`config.mk`:
```
export PLATFORM = sky130hd
export DESIGN_NAME = twodom_div
export DESIGN_NICKNAME = d
export VERILOG_FILES = /design/src/rtl/twodom_pkg.sv /design/src/rtl/twodom_div.sv
export SDC_FILE = /design/constraint.sdc
export NUM_CORES = 1
export LEC_CHECK = 0
export BUFFER_PORTS_ARGS = -buffer_cell sky130_fd_sc_hd__buf_4
export CELL_PAD_IN_SITES_DETAIL_PLACEMENT = 1
export CELL_PAD_IN_SITES_GLOBAL_PLACEMENT = 1
export CORE_MARGIN = 4
export CORE_UTILIZATION = 40
export CTS_CLUSTER_DIAMETER = 60
export DETAILED_ROUTE_END_ITERATION = 7
export PLACE_DENSITY_LB_ADDON = 0.3
export SLEW_MARGIN = 40
export SYNTH_ARGS = -nofsm -noshare
export SYNTH_HDL_FRONTEND = slang
export SYNTH_SLANG_ARGS = --single-unit
export TNS_END_PERCENT = 1
```
`constraint.sdc`:
```
create_clock -name clk -period 2.71 [get_ports clk]
set_clock_uncertainty 0.1 [all_clocks]
set_input_delay 0.542 -clock clk [delete_from_list [all_inputs] [get_ports clk]]
set_output_delay 0.542 -clock clk [all_outputs]
set_load 0.01 [all_outputs]
```
`src/rtl/twodom_pkg.sv`:
```
`default_nettype none
package twodom_pkg;

	localparam int CORDIC_STAGES      = 24;
	localparam int POSITION_FRAC_BITS = 16;
	localparam int CORDIC_ITERS       = (CORDIC_STAGES < 32) ? CORDIC_STAGES : 32;
	localparam int POS_SHIFT          = 24 - POSITION_FRAC_BITS;

	localparam int CFG_W   = 24;
	localparam int CIDX_W  = 8;
	localparam int QUO_W   = 30;
	localparam int DEN_W   = 25;
	localparam int NUM_W   = 56;
	localparam int CNT_W   = 5;

	localparam logic [CIDX_W-1:0] REG_DIST_PER_COUNT = 8'd0;
	localparam logic [CIDX_W-1:0] REG_LEFT_OFFSET    = 8'd1;
	localparam logic [CIDX_W-1:0] REG_RIGHT_OFFSET   = 8'd2;
	localparam logic [CIDX_W-1:0] REG_REAR_OFFSET    = 8'd3;

	localparam logic [CFG_W-1:0] RST_DIST_PER_COUNT = 24'd466678;
	localparam logic [CFG_W-1:0] RST_LEFT_OFFSET    = 24'd297984;
	localparam logic [CFG_W-1:0] RST_RIGHT_OFFSET   = 24'd302080;
	localparam logic [CFG_W-1:0] RST_REAR_OFFSET    = 24'd294912;

	localparam logic [29:0] TQ_LIMIT   = 30'd843314856;
	localparam logic [31:0] RAD_TO_BAM = 32'd2734261102;
	localparam logic [31:0] INV_GAIN   = 32'd652032874;
	localparam logic [30:0] ONE_Q30    = 31'h4000_0000;
	localparam logic [31:0] CENTI_TURN = 32'd36000;

	localparam logic [31:0] ATAN_BAM [32] = '{
		32'h20000000, 32'h12E4051E, 32'h09FB385B, 32'h051111D4, 32'h028B0D43,
		32'h0145D7E1, 32'h00A2F61E, 32'h00517C55, 32'h0028BE53, 32'h00145F2F,
		32'h000A2F98, 32'h000517CC, 32'h00028BE6, 32'h000145F3, 32'h0000A2FA,
		32'h0000517D, 32'h000028BE, 32'h0000145F, 32'h00000A30, 32'h00000518,
		32'h0000028C, 32'h00000146, 32'h000000A3, 32'h00000051, 32'h00000029,
		32'h00000014, 32'h0000000A, 32'h00000005, 32'h00000003, 32'h00000001,
		32'h00000001, 32'h00000000
	};

	localparam logic [7:0] SERIES_DIV [7] = '{8'd210, 8'd156, 8'd110, 8'd72, 8'd42, 8'd20, 8'd6};

	// Each entry is floor(2^32 / SERIES_DIV); the estimate it gives is at most one too small.
	localparam logic [31:0] SERIES_RECIP [7] = '{
		32'd20452225, 32'd27531841, 32'd39045157, 32'd59652323, 32'd102261126,
		32'd214748364, 32'd715827882
	};

	typedef enum logic [4:0] {
		ST_IDLE, ST_DMUL, ST_DWB, ST_DIVSET, ST_TQWAIT, ST_BMUL, ST_BWB, ST_HMUL,
		ST_HWB, ST_SMUL, ST_SRMUL, ST_SQMUL, ST_SWB, ST_OMUL, ST_OWB, ST_MLO, ST_MHI,
		ST_MWB, ST_ROT, ST_CORD, ST_FIN, ST_HDMUL, ST_OUT
	} state_t;

	typedef struct packed {
		logic               start;
		logic [NUM_W-1:0]   num;
		logic [DEN_W-1:0]   den;
	} div_req_t;

endpackage
`default_nettype wire

```
`src/rtl/twodom_div.sv`:
```
`default_nettype none
module twodom_div (
	input  wire                          clk,
	input  wire                          arst_n,
	input  twodom_pkg::div_req_t         req,
	output logic                         done,
	output logic [twodom_pkg::QUO_W-1:0] quo
);
	import twodom_pkg::*;

	logic             busy_q;
	logic             done_q;
	logic [CNT_W-1:0] cnt_q;
	logic [DEN_W:0]   rem_q;
	logic [QUO_W-1:0] num_q;
	logic [QUO_W-1:0] quo_q;
	logic [DEN_W-1:0] den_q;
	logic [DEN_W+1:0] trial;
	logic [DEN_W+1:0] sub;
	logic             ge;

	assign trial = {rem_q, num_q[QUO_W-1]};
	assign ge    = trial >= {2'b00, den_q};
	assign sub   = trial - {2'b00, den_q};

	always_ff @(posedge clk or negedge arst_n) begin
		if (!arst_n) begin
			busy_q <= 1'b0;
			done_q <= 1'b0;
			cnt_q  <= '0;
		end else begin
			done_q <= 1'b0;
			if (req.start) begin
				busy_q <= 1'b1;
				cnt_q  <= CNT_W'(QUO_W - 1);
			end else if (busy_q) begin
				if (cnt_q == '0) begin
					busy_q <= 1'b0;
					done_q <= 1'b1;
				end else begin
					cnt_q <= cnt_q - 1'b1;
				end
			end
		end
	end

	always_ff @(posedge clk) begin
		if (req.start) begin
			rem_q <= req.num[NUM_W-1:QUO_W];
			num_q <= req.num[QUO_W-1:0];
			den_q <= req.den;
		end else if (busy_q) begin
			rem_q <= ge ? sub[DEN_W:0] : trial[DEN_W:0];
			quo_q <= {quo_q[QUO_W-2:0], ge};
			num_q <= {num_q[QUO_W-2:0], 1'b0};
		end
	end

	assign done = done_q;
	assign quo  = quo_q;

	a_rem_below_den: assert property (@(posedge clk) disable iff (!arst_n)
		busy_q |-> rem_q < {1'b0, den_q}) else $error("divider remainder out of range");
	a_done_idle: assert property (@(posedge clk) disable iff (!arst_n)
		done_q |-> !busy_q) else $error("divider done while busy");
	a_start_busy: assert property (@(posedge clk) disable iff (!arst_n)
		req.start |=> busy_q) else $error("divider did not start");

endmodule
`default_nettype wire

```
Yosys cells after proc, flatten, opt, wreduce, memory -nomap -nowiden
Cells that the tools add are included.
{"block": "word_totals", "ff_bits": 118, "in_bits": 84, "out_inout_bits": 31, "word_cells": 30}
{"block": "op_classes", "addsub": 2, "n_lt_le_gt_ge": 1, "eq_ne": 1, "muxes": 14, "bitwise": 1, "reduce_logical": 4}
{"op": "$mux W26", "count": 3}
{"op": "$mux W30", "count": 2}
{"op": "$ge A27 B25 Y1", "count": 1}
{"op": "$sub A26 B25 Y26", "count": 1}
{"op": "$mux W5", "count": 3}
{"op": "$mux W1", "count": 6}
{"op": "$logic_not A5 Y1", "count": 1}
{"op": "$sub A5 B1 Y5 const B", "count": 1}
{"op": "$reduce_and A2 Y1", "count": 2}
{"op": "$ne A2 B2 Y1 const B", "count": 1}
{"op": "$reduce_bool A2 Y1", "count": 1}
{"op": "$not A1 Y1", "count": 1}

Logic depth before layout (Yosys ltp)
{"block": "logic_depth", "word_depth": 4, "mapped_depth": 13, "depth_no_buf": 12}

Worst setup path after synthesis
Ideal clock, no wire load.
{"block": "synth_path", "path_kind": "reg-to-reg", "startpoint": "register rem_q[19]", "endpoint": "register rem_q[17], data pin", "setup_ps": 267, "t_arrival_ps": 2470, "required_time_ps": 2343, "path_slack_ps": -127, "path_stages_with_launch": 13, "n_path_buf": 2, "cell_sequence": "edfxtp_1 > ha_1 > buf_6 > a21o_1 > a21o_1 > a221o_1 > a21oi_2 > nor2b_1 > a211oi_4 > buf_6 > a311oi_1 > a211oi_1 > a21oi_1"}
{"block": "synth_between", "elab_chain_len": 4}
{"item": "from (decl)", "line_no": "twodom_div.sv:14", "rtl": "logic [DEN_W:0] rem_q;"}
{"item": "from (signal assigned)", "line_no": "twodom_div.sv:49", "rtl": "rem_q <= req.num[NUM_W-1:QUO_W];"}
{"item": "from (signal assigned)", "line_no": "twodom_div.sv:53", "rtl": "rem_q <= ge ? sub[DEN_W:0] : trial[DEN_W:0];"}
{"item": "$ge A27 B25 Y1", "line_no": "twodom_div.sv:23", "rtl": "assign ge = trial >= {2'b00, den_q};"}
{"item": "$mux W26", "line_no": "twodom_div.sv:53"}
{"item": "$mux W26", "line_no": "twodom_div.sv:52", "rtl": "end else if (busy_q) begin"}
{"item": "$mux W26", "line_no": "twodom_div.sv:48", "rtl": "if (req.start) begin"}
No other way between the ends. The select of a mux whose other input is x is not followed.
A chain may end at the register's enable or synchronous reset.

Final worst setup path
{"block": "layout_path", "startpoint": "register rem_q[1]", "endpoint": "register rem_q[24], data pin"}
{"block": "layout_between", "elab_chain_len": 4, "elab_cells_between_ends": 5, "cone_classes": "1 x add/sub; 1 x order compare; 3 x mux"}
{"item": "$sub A26 B25 Y26 or $ge A27 B25 Y1 (tied branches)", "line_no": "twodom_div.sv:24, twodom_div.sv:23"}
{"item": "$mux W26 *", "line_no": "twodom_div.sv:53"}
{"item": "$mux W26 *", "line_no": "twodom_div.sv:52"}
{"item": "$mux W26 *", "line_no": "twodom_div.sv:48"}
Mark *: on every way between the ends. The rest lies on a longest branch, timed or not. The select of a mux whose other input is x is not followed.

==> flow_summary.json <==
{
  "yosysMostFrequentCell": "edfxtp_1",
  "nets": 758,
  "power_density_mw_per_mm2": 1030,
  "maxCapViolCount": 0,
  "max_freq_mhz": 339,
  "layout.cells.non_filler": 843,
  "drv_slew": 0,
  "share_comb_of_total_power_pct": 42.5,
  "final-setup-viol-count": 25,
  "synthesis.area_mm2": 0.00601,
  "p_sw_share_pct": 32.5,
  "crit_path_end_kind": "flip-flop",
  "startpoint_type": "flip-flop",
  "yosysSeqAreaShare_pct": 58.4,
  "drive_above_1_share_pct": 42.8,
  "fin_ws_ns": -0.241,
  "internal-power_mw": 5.69,
  "arrival_ns": 3.02,
  "synthesis.instances": 471,
  "synthFlopType": "edfxtp_1",
  "yosys-top-cells-count": "111 x edfxtp_1, 42 x mux2_2, 41 x inv_1",
  "fin_crit_ns": 2.95,
  "hold_viol": 0,
  "violations": "setup timing",
  "fp.dieH_um": 131,
  "leakage_nw": 3.42,
  "final_area_mm2": 0.00821,
  "numClockSinks": 118,
  "fp-row-count": 44,
  "area_delta_synth_final_pct": 36.6,
  "p_sw_mw": 2.74,
  "drc": 0,
  "grt_pass1_wl_mm": 22.7,
  "cp.required_ns": 2.78,
  "grt_max_degree": 63,
  "tns_ns": -3.29,
  "start_util_pct": 41.0,
  "synth.largest_area_cell": "edfxtp_1",
  "fin_total_pwr_mw": 8.42,
  "dp_hpwl_mm": 10.1,
  "drt_iter0_markers": 155,
  "max_slew_margin_pct": 49.4,
  "synth.avg_cell_area_um2": 12.8,
  "synth_edf_count": 111,
  "tightest_slew_ns": 0.760,
  "clock_power_share_pct": 26.6,
  "yosysUniqueCellTypes": 58,
  "dp_cells": 808,
  "status": "finished with violations",
  "wl_per_cell_um": 16.8,
  "clkLatencyLatePin_ns": 0.42,
  "grt_antenna_before_repair": 0,
  "synth-seq-cells": 118,
  "io_buffers": 114,
  "syn_nets": 583,
  "viasPerCell": 5.09,
  "postSynth.asyncResetShare_pct": 5.93,
  "placed_area_mm2": 0.00742,
  "drt_pass1_iterations": 4,
  "postRouteAntennaNets": 0,
  "vias": 4295,
  "grt.overflow.total": 0,
  "htreeDepth": 4,
  "ys_top_cells_by_area": "edfxtp_1 55%, mux2_2 7.9%, ha_1 5.6%",
  "cts_buffers": 17,
  "wirelength_mm": 14.1,
  "gp_congestion": 0.924,
  "cts_root_buf": "clkbuf_16",
  "clk_pin_slew_ns": 0.06,
  "pwr-share-seq_pct": 30.9,
  "dieArea_mm2": 0.0170,
  "grt_pass1_vias": 4752,
  "min_period_over_period_pct": 109,
  "cp_max_fo": 4,
  "core_mm2": 0.0146,
  "ir_drop_mv": 0.616,
  "chipWidth_um": 131,
  "synth_warnings": 0,
  "hp-class": "input port to flip-flop",
  "io_pins": 115,
  "cts_buffer_depth": 2,
  "post-synth-top-area-fraction_pct": 55.5,
  "n_antenna_cell": 0,
  "critical_path_class": "flip-flop to flip-flop",
  "cts_tree": "done",
  "grt.total_usage_pct": 17.1,
  "rsz0062_at_grt": "true"
}
metrics by stage:
stage | hold WS (ns) | utilization (%) | worst slack, ns
4_1_cts | 0.174 | 55.1 | -0.242
3_3_place_gp | 0.254 | 50.7 | -0.176
2_1_floorplan | 0.146 | - | -0.0387
3_5_place_dp | 0.260 | 50.7 | -0.262
6_report | 0.195 | 56.1 | -0.241
5_1_grt | 0.174 | 56.1 | -0.430
power groups by stage:
stage          Combinational, mW  Sequential, mW  Clock (mW)
3_5_place_dp                3.33            2.61           0
3_3_place_gp                3.19            2.59           0
2_1_floorplan               2.18            2.57           0
6_report                    3.58            2.61        2.24
4_1_cts                     3.43            2.59        2.31
5_1_grt                     3.96            2.64        2.41
logic make-up after synthesis:
kind of cell | synth area share [%]
flops | 58.4
compound gates | 10.7
simple gates | 7.91
buf+inv | 5.18
mux | 8.54
fa+ha+maj | 5.95
xor+xnor | 3.35
layer usage:
layer	vias up	GRT usage, %	share of wire, %
met4	0	7.14	1.8
met3	22	5.04	5.2
met1	2087	19.5	42
met5	-	0	0
met2	106	29.8	51
li1	2080	-	-
final cells by class:
cell class / count / area, um2
fillers: 1481 / 6430
flip-flops and latches: 118 / 3510
multi-input cells: 295 / 2390
repair buffers: 172 / 1330
clock buffers: 17 / 425
well taps: 184 / 230
clock inverters: 15 / 161
inverters: 42 / 158
timing repair:
| item | in CTS | in global routing |
|---|---|---|
| buffers inserted | 0 | 2 |
| setup endpoints to repair | 26 | 27 |
| hold buffers | 1 | 0 |
| resized for setup | 6 | 25 |
| pin swaps | 2 | 17 |
| hold endpoints to repair | 7 | 0 |
| cloned | 0 | 0 |
registers in the layout (all words and copies together), names as in the netlist:
signal,count
quo,30
done,1
rem_q,26
den_q,25
cnt_q,5
busy_q,1
num_q,30
critical path: stages, from the launching register on:
cell,delay [ns]
edfxtp_1,0.43
ha_4,0.25
nor2b_2,0.16
o31a_1,0.27
o21a_2,0.27
a2111oi_4,0.38
o31ai_1,0.13
a21oi_1,0.19
xor2_1,0.16
o21ai_1,0.09
mux2_2,0.26
worst paths after layout:
| check | endpoint | startpoint | slack (ns) | cells after the start |
|---|---|---|---|---|
| worst max-delay path | rem_q[24] | rem_q[1] | -0.24 | 10 |
| worst min-delay path | den_q[21] | req[21] | 0.19 | 1 |
| worst max register to register | rem_q[24] | rem_q[1] | -0.24 | 10 |
| worst min register to register | quo[6] | quo[5] | 0.35 | 0 |
| max in group asynchronous | cnt_q[3] | arst_n | 1.97 | 2 |
| min in group asynchronous | done | arst_n | 0.41 | 2 |
cell usage in the layout, fill, tap and decap left out, drive strengths merged, types with 4 or more instances in the layout:
master      n
nor2       23
xnor2      13
edfxtp    111
nand3       7
inv        43
mux2       42
a21oi      35
a21o        7
and2        4
clkinv      6
dfrtp       7
mux2i       4
clkinvlp    5
nor2b       6
buf       171
xor2       10
a211oi     14
nand2b      7
ha         27
nand2      33
o21ai      25
clkbuf     17
(Power assumes the default switching activity.)
